File: config.mk
export PLATFORM = sky130hd
export DESIGN_NAME = cghs_queue
export DESIGN_NICKNAME = d
export VERILOG_FILES = /design/src/design/cghs_pkg.sv /design/src/design/cghs_queue.sv
export SDC_FILE = /design/constraint.sdc
export NUM_CORES = 1
export LEC_CHECK = 0
export ABC_AREA = 1
export ABC_CLOCK_PERIOD_IN_PS = 1950
export BUFFER_PORTS_ARGS = -buffer_cell sky130_fd_sc_hd__buf_2
export CORE_MARGIN = 1.5
export CORE_UTILIZATION = 56
export DETAILED_ROUTE_END_ITERATION = 10
export GPL_TIMING_DRIVEN = 0
export PLACE_DENSITY = 0.77
export SLEW_MARGIN = 10
export SYNTH_ARGS = -nofsm -noshare
export SYNTH_HDL_FRONTEND = slang
export SYNTH_SLANG_ARGS = --single-unit
File: constraint.sdc
create_clock -name clk -period 1.95 [get_ports clk]
set_input_delay 0.195 -clock clk [delete_from_list [all_inputs] [get_ports clk]]
set_output_delay 0.195 -clock clk [all_outputs]
set_load 0.01 [all_outputs]
File: src/design/cghs_pkg.sv
`default_nettype none
package cghs_pkg;

  // queue between front and back
  localparam int QDEPTH = 4;
  localparam int QPW    = 2;

  // control flags carried with each queued request
  typedef struct packed {
    logic store;  // write the point into the store
    logic last;   // set ends here
    logic ovf;    // points of this set were dropped
  } q_flags_t;

  // queue status seen by both sides
  typedef struct packed {
    logic full;
    logic empty;
  } q_status_t;

endpackage
`default_nettype wire

File: src/design/cghs_queue.sv
`default_nettype none
module cghs_queue
  import cghs_pkg::*;
#(
  parameter int W = 8
) (
  input  wire logic         clk,
  input  wire logic         rst_n,
  input  wire logic         push,
  input  wire logic [W-1:0] din,
  input  wire logic         pop,
  output logic [W-1:0]      dout,
  output q_status_t         st
);

  logic [W-1:0]   mem_r [QDEPTH];
  logic [QPW-1:0] wp_r, rp_r;
  logic [QPW:0]   cnt_r;
  logic           do_push, do_pop;

  assign st.full  = (cnt_r == (QPW + 1)'(QDEPTH));
  assign st.empty = (cnt_r == '0);
  assign do_push  = push && !st.full;
  assign do_pop   = pop && !st.empty;
  assign dout     = mem_r[rp_r];

  // entry storage
  always_ff @(posedge clk) begin
    if (do_push) begin
      mem_r[wp_r] <= din;
    end
  end

  // pointers and fill count
  always_ff @(posedge clk) begin
    if (!rst_n) begin
      wp_r  <= '0;
      rp_r  <= '0;
      cnt_r <= '0;
    end else begin
      if (do_push) wp_r <= QPW'(wp_r + 1'b1);
      if (do_pop)  rp_r <= QPW'(rp_r + 1'b1);
      if (do_push && !do_pop) cnt_r <= (QPW + 1)'(cnt_r + 1'b1);
      else if (do_pop && !do_push) cnt_r <= (QPW + 1)'(cnt_r - 1'b1);
    end
  end

endmodule
`default_nettype wire

-- Yosys cells after proc, flatten, opt, wreduce, memory -nomap -nowiden
Memory sizes are Yosys's and may differ from the RTL's. A register that Yosys moved wholly into a read port is not among the register bits.
Cells that the tools add are included.
- memory bits (writable): 32
- memories kept: 1
- word-level logic and storage cells: 25
- output and inout bits: 10
- register bits: 7
- multiplexer cells: 6
- reductions and logical operators: 10
- equality and inequality tests: 1
- add/sub/neg operators: 4
- memory list (memory ; words ; width ; rd ports ; clocked after memory_dff ; write ports ; line ; RTL):
    mem_r ; 4 ; 8 ; 1 ; 1 ; 1 ; cghs_queue.sv:16 ; logic [W-1:0] mem_r [QDEPTH];
- operators with widths (cell ; count):
    2-to-1 mux 3 bit ; 2
    adder 2 x 1 -> 2 bit, second input constant ; 2
    logical AND 1 bit ; 4
    logical NOT 1 bit ; 4
    2-to-1 mux 2 bit ; 2
    adder 3 x 1 -> 3 bit, second input constant ; 1
    == test 3 bit, second input constant ; 1
    logical NOT 3 bit ; 1
    subtractor 3 x 1 -> 3 bit, second input constant ; 1
    2-to-1 mux 1 bit ; 2
    nonzero test 2 bit ; 1

-- Longest topological paths before layout
- depth in word-level cells: 7
- mapped depth: 13

-- Least setup slack after synthesis
OpenSTA, ideal clock, no wires.
- kind: reg2reg
- start point: register cnt_r[0]
- end point: register cnt_r[2]
- slack: 0.257 ns
- cell stages (with the launch flop): 14
- path buffers: 0
- arrival time: 1.580 ns
- clock period less this slack: 1.693 ns
- setup time: 0.113 ns
- cells stage by stage: dfxtp_1 > nor2_1 > nand2_1 > nand2_2 > inv_1 > ha_1 > inv_1 > fa_1 > inv_1 > nand2_1 > nand3_1 > nand2_1 > nand2_1 > nor2_1
- longest elaborated chain between the ends: 6
- elaborated cells between the ends (all ways): 15
- those cells by class: add/sub: 2; eq/ne: 1; mux: 2; reduce/logical: 10
- ends and longest elaborated chain (element ; line ; RTL):
    from (decl) ; cghs_queue.sv:18 ; logic [QPW:0] cnt_r;
    from (signal assigned) ; cghs_queue.sv:43 ; if (do_push && !do_pop) cnt_r <= (QPW + 1)'(cnt_r + 1'b1);
    from (signal assigned) ; cghs_queue.sv:44 ; else if (do_pop && !do_push) cnt_r <= (QPW + 1)'(cnt_r - 1'b1);
    == test 3 bit * ; cghs_queue.sv:21 ; assign st.full = (cnt_r == (QPW + 1)'(QDEPTH));
    logical NOT 1 bit * ; cghs_queue.sv:23 ; assign do_push = push && !st.full;
    logical AND 1 bit * ; cghs_queue.sv:23 ;
    net do_push ; cghs_queue.sv:19 ; logic do_push, do_pop;
    logical NOT 1 bit ; cghs_queue.sv:44 ;
    logical AND 1 bit ; cghs_queue.sv:44 ;
    nonzero test 2 bit (no line) ; - ;
The timed path passes the listed nets; every way through them passes the cells marked *. The select of a mux whose other input is x is not followed.
A chain may end at the register's enable or synchronous reset.

-- Final worst setup path
- start point: register cnt_r[1]
- end point: register cnt_r[1]
Same word-level chain as after synthesis.

==> results.json <==
{
  "outcome": "finished with violations",
  "violations": "DRC",
  "post-cts-setup-buffers": 0,
  "critPathCaptureType": "register",
  "synth_xor_area_share_pct": 0.520,
  "drtAntennaViolNets": 0,
  "finalHoldViolCount": 0,
  "crit_required_ns": 2.20,
  "synth-seq-cells": 41,
  "max_cap_violations": 0,
  "synth_cell_types": 18,
  "synth_simple_gate_area_share_pct": 12.0,
  "slew_headroom_pct": 45.9,
  "setup_tns_ns": 0,
  "clock_latency_ns": 0.35,
  "drtIter0Drc": 73,
  "finalCritPeriodShare_pct": 95.5,
  "fin_crit_ns": 1.86,
  "root_buffer": "clkbuf_4",
  "drv_slew": 0,
  "cts_tree": "yes",
  "wire_per_inst_um": 15.1,
  "cts.clk_slew.worst_paths_ns": 0.12,
  "power.density_nw_per_um2": 1290,
  "ir_drop_mv": 0.886,
  "synth_seq_area_share_pct": 67.7,
  "rows": 19,
  "drive_gt1_share_pct": 24.0,
  "ios": 22,
  "wl_um": 3110,
  "grt_use_total_pct": 21.4,
  "synth_area_per_cell_um2": 11.5,
  "synth_nets": 164,
  "synth_top_family_by_area": "simple AND/OR/NAND/NOR gates",
  "synth-adder-area-share_pct": 4.90,
  "start_kind": "register",
  "dieArea_um2": 3350,
  "clockBufferDepth": 2,
  "port_buffers": 21,
  "coreArea_um2": 2810,
  "grt_pass1_vias": 1167,
  "skew_ns": 0.0137,
  "dp_hpwl_um": 2050,
  "nets": 192,
  "grt_pass1_wl_um": 5200,
  "initial_core_util_pct": 60.1,
  "die_y_um": 57.9,
  "r2r-start": "cnt_r[1]",
  "muxShareOfSynthArea_pct": 0,
  "timing.final.ws_setup_ns": 0.0883,
  "power_leakage_uw": 0.000769,
  "diodes": 0,
  "criticalPathCategory": "reg -> reg",
  "fin_area_um2": 1930,
  "final_core_util_pct": 68.7,
  "pre_cts_ws_ns": 0.0413,
  "placed_cell_area_um2": 1830,
  "avgViaCountPerCell": 5.53,
  "fmax_mhz": 537,
  "areaGrowthSynthToFinish_pct": 14.3,
  "worstSetupStartpoint": "cnt_r[1]",
  "arrival_ns": 2.11,
  "grt_overflow": 0,
  "rsz0062_at_grt": "true",
  "yosys_warnings": 0,
  "cts_buffers": 5,
  "hold_buffers": 0,
  "tightest_slew_ns": 0.809,
  "setup-violations-final": 0,
  "netlist_area_um2": 1690,
  "die_w_um": 57.9,
  "gp_routability_congestion": 0.784,
  "first_pass_iters": 7,
  "min_from": "din[0]",
  "drc": 6,
  "worstPathMaxFanout": 5,
  "cts-resized-gates": 0,
  "synth_compound_gate_area_share_pct": 9.58,
  "syn_inst": 146,
  "grt_max_degree": 13,
  "htree_levels": 2,
  "hold_class": "in -> reg",
  "cts_sinks": 41,
  "dr_total_vias": 1139,
  "antenna_found_initial": 0
}
cell usage in the layout (no fill, tap or decap), drive strengths merged:
master and n:
edfxtp 32, nor2 30, buf 23, inv 18
o21ai 17, nand2 15, dfxtp 9, o22ai 8
clkbuf 7, ha 5, nand3 4, a21oi 3
xor2 1, nand3b 1, fa 1, bufinv 1
through the flow:
stage | hold WS, ns | total power [uW] | cells
finish | 0.0545 | 2480 | 206
detailed placement | 0.411 | 1900 | 198
global placement | 0.407 | 1850 | 198
global route | 0.0372 | 2630 | 206
CTS | 0.0459 | 2460 | 206
floorplan | 0.294 | 1650 | 146
cells by family (layout without fill, tap and decap cells):
kind of cell    after synthesis  count (layout)
buf+inv                      20              49
flops                        41              41
xor+xnor                      1               1
compound gates               28              28
simple gates                 50              50
fa+ha+maj                     6               6
registers in the layout (all words and copies together) (netlist names), named ones only:
register and count:
rp_r 2, wp_r 2, mem_r 32, cnt_r 3
cell usage after synthesis (all sizes together):
cell type   n  area share [%]
edfxtp     32              57
nor2       30             6.7
inv        18             4.0
o21ai      17             5.7
nand2      15             3.6
dfxtp       9              11
o22ai       8             3.0
ha          5             3.7
nand3       4             1.2
a21oi       3            0.89
buf         2             1.3
fa          1             1.2
nand3b      1            0.45
xor2        1            0.52
cell type report:
type                            instances  area (um^2)
Sequential cell                        41         1150
Fill cell                             207          878
Multi-Input combinational cell         85          462
Timing Repair Buffer                   21          105
Inverter                               18         67.6
Clock buffer                            7         55.1
Tap cell                               31         38.8
Clock inverter                          1         30.0
Buffer                                  2         22.5
critical path, stage by stage (launching register included):
cell and delay [ns]:
dfxtp_2 0.36, nor2_2 0.17, nand2_2 0.11, nand2_2 0.12, inv_2 0.06, ha_1 0.21
inv_1 0.10, fa_1 0.42, o21ai_1 0.14, nor2_1 0.07
worst paths after layout:
| check | to | slack (ns) | cells after the start |
|---|---|---|---|
| setup reg to reg | cnt_r[1] | 0.09 | 9 |
| hold reg to reg | rp_r[1] | 0.53 | 2 |
| hold / removal | mem_r[3][0] | 0.05 | 1 |
| setup / recovery | cnt_r[1] | 0.09 | 9 |
where the power goes:
part | internal (uW) | switching, uW
combinational | 283 | 459
clock | 306 | 263
sequential | 1080 | 91.6
total | 1670 | 813
metal layers:
layer  global-route usage, %  share of wire [%]  vias up
li1                        -                  -      557
met1                    25.6                 42      550
met2                    36.5                 53       28
met3                    4.69                4.1        4
met4                    11.0                1.4        0
met5                       0                  0        -
Power figures use the tool's default switching activity.
