### config.mk
export PLATFORM = sky130hd
export DESIGN_NAME = cghs_front
export DESIGN_NICKNAME = d
export VERILOG_FILES = /design/src/design/cghs_pkg.sv /design/src/design/cghs_front.sv
export SDC_FILE = /design/constraint.sdc
export NUM_CORES = 1
export LEC_CHECK = 0
export ABC_AREA = 1
export BUFFER_PORTS_ARGS = -buffer_cell sky130_fd_sc_hd__buf_4
export CAP_MARGIN = 25
export CORE_MARGIN = 2
export CORE_UTILIZATION = 32
export CTS_CLUSTER_DIAMETER = 40
export CTS_CLUSTER_SIZE = 8
export DETAILED_ROUTE_END_ITERATION = 6
export HOLD_SLACK_MARGIN = 0.12
export PLACE_DENSITY = 0.74
export SLEW_MARGIN = 15
export SYNTH_ARGS = -nofsm -noshare
export SYNTH_HDL_FRONTEND = slang
export SYNTH_SLANG_ARGS = --single-unit
### constraint.sdc
create_clock -name clk -period 1.62 [get_ports clk]
set_input_delay 0.243 -clock clk [delete_from_list [all_inputs] [get_ports clk]]
set_output_delay 0.243 -clock clk [all_outputs]
set_load 0.05 [all_outputs]
### src/design/cghs_pkg.sv
`default_nettype none
package cghs_pkg;

  // queue between front and back
  localparam int QDEPTH = 4;
  localparam int QPW    = 2;

  // control flags carried with each queued request
  typedef struct packed {
    logic store;  // write the point into the store
    logic last;   // set ends here
    logic ovf;    // points of this set were dropped
  } q_flags_t;

  // queue status seen by both sides
  typedef struct packed {
    logic full;
    logic empty;
  } q_status_t;

endpackage
`default_nettype wire

### src/design/cghs_front.sv
`default_nettype none
module cghs_front
  import cghs_pkg::*;
#(
  parameter int MAX_POINTS  = 32,
  parameter int COORD_BITS  = 16,
  parameter int IW          = $clog2(MAX_POINTS),
  parameter int NW          = $clog2(MAX_POINTS + 1),
  parameter int EW          = IW + NW + 2 * COORD_BITS + 3
) (
  input  wire logic              clk,
  input  wire logic              rst_n,
  input  wire logic              in_valid,
  output logic                   in_stall,
  input  wire logic [15:0]       in_point_x,
  input  wire logic [15:0]       in_point_y,
  input  wire logic              in_last_point,
  input  wire q_status_t         q_st,
  output logic                   q_push,
  output logic [EW-1:0]          q_din
);

  localparam int CW = COORD_BITS;

  logic [NW-1:0] count_r, count_nxt;
  logic          ovf_r, ovf_nxt;
  logic          accept;
  logic          room;
  q_flags_t      flags;
  logic [CW+15:0] xz, yz;
  logic [NW-1:0] cnt_out;

  assign in_stall = q_st.full;
  assign accept   = in_valid && !in_stall;
  assign room     = (count_r < NW'(MAX_POINTS));

  // take the low coordinate bits of the request
  assign xz = {{CW{1'b0}}, in_point_x};
  assign yz = {{CW{1'b0}}, in_point_y};

  // classify: store, drop, end of set
  always_comb begin
    flags.store = room;
    flags.last  = in_last_point;
    flags.ovf   = ovf_r || !room;
    cnt_out     = room ? NW'(count_r + 1'b1) : count_r;
    q_push      = accept && (room || in_last_point);
    q_din       = {count_r[IW-1:0], cnt_out, xz[CW-1:0], yz[CW-1:0], flags};
  end

  // point count and overflow mark
  always_comb begin
    count_nxt = count_r;
    ovf_nxt   = ovf_r;
    if (accept) begin
      if (in_last_point) begin
        count_nxt = '0;
        ovf_nxt   = 1'b0;
      end else if (room) begin
        count_nxt = NW'(count_r + 1'b1);
      end else begin
        ovf_nxt = 1'b1;
      end
    end
  end

  always_ff @(posedge clk) begin
    if (!rst_n) begin
      count_r <= '0;
      ovf_r   <= 1'b0;
    end else begin
      count_r <= count_nxt;
      ovf_r   <= ovf_nxt;
    end
  end

endmodule
`default_nettype wire

==> After elaboration in Yosys (flattened, before gate mapping) <==
Index checks and enable logic that the tools add are counted.
{ "word_totals": {"in_bits": 38, "word_cells": 16, "ff_bits": 7} }
{ "op_classes": {"n_addsub": 1, "eq_ne": 1, "reduce_logical": 7, "muxes": 4, "magnitude_cmp": 1} }
{ "ops": {"columns": ["op", "n"], "rows": [
  ["$mux W6", 2],
  ["$add A6 B1 Y6 const B", 1],
  ["$lt A6 B6 Y1 const B", 1],
  ["$logic_and A1 B1 Y1", 2],
  ["$logic_not A1 Y1", 2],
  ["$logic_or A1 B1 Y1", 2],
  ["$mux W1", 2],
  ["$ne A2 B2 Y1 const B", 1],
  ["$reduce_and A2 Y1", 1]
]} }

==> Longest topological paths before layout <==
{ "logic_depth": {"ltp_word": 3, "mapped_depth": 8, "mapped_depth_nobuf": 8} }

==> Worst setup path before layout <==
OpenSTA, ideal clock, no wires.
{ "synth_timing": {"path_kind": "reg2out", "startpoint": "register count_r[5]", "endpoint": "output q_push", "t_arrival_ns": 1.192, "required_time_ns": 1.377, "path_stages_with_launch": 3, "slack_ns": 0.185, "cell_sequence": "dfxtp_1 -> buf_6 -> a21oi_1"} }
{ "synth_between": {"elab_chain_cells": 3} }
{ "synth_rtl": {"columns": ["item", "line", "rtl"], "rows": [
  ["start: declaration", "cghs_front.sv:25", "logic [NW-1:0] count_r, count_nxt;"],
  ["start signal: assignment", "cghs_front.sv:72", "count_r <= count_nxt;"],
  ["$lt A6 B6 Y1", "cghs_front.sv:35", "assign room = (count_r < NW'(MAX_POINTS));"],
  ["$logic_or A1 B1 Y1", "cghs_front.sv:47", "q_push = accept && (room || in_last_point);"],
  ["$logic_and A1 B1 Y1", "cghs_front.sv:47", null],
  ["end: declaration", "cghs_front.sv:19", "output logic q_push,"]
]} }
Every way passes these cells.

==> Final worst setup path <==
{ "layout_timing": {"startpoint": "register count_r[1]", "endpoint": "output q_din[40]"} }
{ "layout_between": {"elab_chain_cells": 2, "elab_cells_between_ends": 3, "classes_between": "add/sub (1); order compare (1); mux (1)"} }
{ "layout_rtl": {"columns": ["item", "line", "rtl"], "rows": [
  ["$add A6 B1 Y6 / $lt A6 B6 Y1 (equally long branches)", "cghs_front.sv:46, cghs_front.sv:35", null],
  ["$mux W6 *", null, null],
  ["end: declaration", "cghs_front.sv:20", "output logic [EW-1:0] q_din"]
]} }
Mark *: on every way between the ends. The rest lies on a longest branch, timed or not.

==> impl_metrics.tcl <==
set metrics [dict create \
    final_util_pct 33.88 \
    finalWirelength_mm 1.632 \
    diodes 0 \
    post-route-period-util_pct 96.47 \
    coreArea_um2 2212 \
    cp_cell_sequence "buf_6, nand2_2, nor2_4, buf_4, nand3_2, nand2_2, buf_8" \
    grt_max_degree 10 \
    syn_inst 106 \
    fin_crit_ps 1563 \
    fp-row-count 17 \
    synth_commonest_cells "buf_4, nand2_1, a21oi_1, dfxtp_1, inv_1" \
    drc_errors 0 \
    start_util_pct 33.88 \
    finalNetCount 135 \
    max_freq_ghz 0.6399 \
    design_area_um2 749.5 \
    critPathLaunchType "flip-flop" \
    antenna_found_initial 0 \
    synth-edff-count 0 \
    die_h_um 52.40 \
    drv_cap 0 \
    finalMaxSlewViolations 0 \
    drt_iter0_markers 4 \
    synth_top_area_share_pct 40.07 \
    vdd_drop_max_uv 266.4 \
    avgRoutedWirePerCell_um 13.27 \
    path_class "flip-flop to primary output" \
    crit_path_max_incr_delay_ps 350 \
    cts_made_buffers 3 \
    cts_tree "done" \
    synth_warnings 0 \
    pwr-share-clk_pct 39.2 \
    synth_cell_type_count 20 \
    fin_ws_ps 57.23 \
    required_ps 1380 \
    die_area_um2 2745 \
    synth-seq-cells 7 \
    syn_avg_cell_area_um2 7.070 \
    leakage_nw 0.3490 \
    p_switching_uw 120.6 \
    layout-drive-gt1-share_pct 52.63 \
    hold_path_class "primary input to flip-flop" \
    gp_congestion 0.8158 \
    cts.htree.levels 1 \
    status "completed" \
    die_w_um 52.40 \
    finalSetupViolations 0 \
    synth.net_count 145 \
    intPower_uw 293.4 \
    drt-pass1-iter-count 4 \
    grt_pass1_wl_mm 2.125 \
    end_kind "primary output" \
    cts_root_buffer "clkbuf_4" \
    dp_slack_ps 271.7 \
    path_max_fanout 5 \
    p_per_area_nw_per_um2 552.4 \
    synth_area_leaders "buf_4, dfxtp_1, nand2_1" \
    place_area_um2 645.6 \
    synthArstFlopShare_pct 0 \
    clockBufferDepth 2 \
    io-pin-count 86 \
    crit_path_top_delay_cell "dfxtp_2" \
    maxSlewHeadroom_pct 82.15 \
    clk_pin_slew_ps 50 \
    worstSkewPairLatency_ps 250 \
    combPwrFrac_pct 18.4 \
    dpl.hpwl_mm 1.244 \
    netlist_area_um2 749.5 \
    cp_common_cell "nand2_2" \
    clock-sinks 7 \
    pwr-share-seq_pct 42.4 \
    synth_flop_cell "dfxtp_1" \
    power_switching_share_pct 29.12 \
    yosysMostFrequentCell "buf_4" \
    grt_overflow_total 0 \
    grt_usage_pct 11.39 \
    syn_to_final_growth_pct 0 \
    clock_skew_ps 1.466 \
    drt-vias-per-instance 4.520 \
    fillers 249 \
    antenna_left 0 \
    netlist.top_cell.by_area "buf_4" \
    tightest_slew_ps 267.4 \
    yosysSeqAreaShare_pct 18.70 \
    hold_violations 0 \
    via_count 556 \
    grt_pass1_vias 461 \
    portBuffers 20 \
    worst_ep_arrival_time_ps 1320 \
]
per-stage QoR:
stage                     hold WS [ps]  TNS [ps]  total power, mW  cells
final                            300.5         0           0.4140    123
after global routing             296.2    -25.56           0.4395    123
after CTS                        305.2         0           0.4170    120
after detailed placement         464.7         0           0.2530    116
after global placement           450.9         0           0.2521    116
after floorplan                  426.1         0           0.4435    106
path summary, 6_finish.rpt:
check / from / to / slack [ps] / depth (start not counted)
worst min-delay path: rst_n / ovf_r / 300 / 3
worst min register to register: ovf_r / ovf_r / 470 / 2
worst max-delay path: count_r[1] / q_din[40] / 60 / 7
worst max register to register: count_r[1] / count_r[5] / 490 / 7
layout by cell type, fill, tap and decap left out, types with 2 or more instances in the layout:
| master | instances |
|---|---|
| nand3_1 | 2 |
| nand2_2 | 3 |
| nand4_1 | 3 |
| inv_2 | 5 |
| nand3_2 | 2 |
| dfxtp_1 | 4 |
| buf_4 | 22 |
| nor2_4 | 2 |
| nand2_1 | 19 |
| a21oi_1 | 7 |
| inv_1 | 6 |
| buf_6 | 3 |
| clkbuf_4 | 3 |
| dfxtp_2 | 3 |
registers in the layout, indices dropped and copies added (netlist names):
name	count
ovf_r	1
count_r	6
repair_timing:
| item | CTS | global route |
|---|---|---|
| cloned | 0 | 0 |
| endpoints found under the setup margin | 1 | 3 |
| gates resized for setup | 1 | 15 |
| setup buffers | 0 | 3 |
| hold buffers | 0 | 0 |
| pin swaps | 0 | 5 |
power groups by stage:
| stage | Sequential (mW) | Clock [mW] | Combinational (mW) |
|---|---|---|---|
| finish | 0.175 | 0.162 | 0.0763 |
| global route | 0.175 | 0.183 | 0.0807 |
| CTS | 0.174 | 0.167 | 0.0751 |
| detailed placement | 0.178 | 0 | 0.0749 |
| global placement | 0.178 | 0 | 0.0741 |
| floorplan | 0.180 | 0 | 0.264 |
per-layer routing:
metal / vias to the layer above / wire length, um / GRT usage, %
li1: 262 / - / -
met1: 246 / 470 / 10.00
met4: 0 / 92 / 12.39
met2: 31 / 872 / 17.50
met5: - / 0 / 0
met3: 17 / 196 / 6.000
area by class of cell:
cell class	instances	area, um^2	share of cell area [%]
repair buffers	26	214.0	28.55
well taps	28	35.03	4.674
inverters	13	53.80	7.179
clock buffers	4	26.28	3.506
flip-flops and latches	7	143.9	19.20
multi-input cells	45	276.5	36.89
worst max-delay path, delay by kind of cell (launching register included):
kind	cells	cell delay, ps
DFF	1	350
buffers and inverters	3	380
and+or+nand+nor	4	330
logic make-up (layout without fill, tap and decap cells):
| family | Yosys count | in the layout | synth area share (%) |
|---|---|---|---|
| DFF | 7 | 7 | 18.70 |
| and+or+nand+nor | 34 | 34 | 21.87 |
| xor gates and xnor gates | 1 | 1 | 2.171 |
| buffers and inverters | 54 | 43 | 48.75 |
| AOI/OAI and AO/OA | 9 | 9 | 6.844 |
| adders and majority gates | 1 | 1 | 1.669 |
Power figures use the tool's default switching activity.
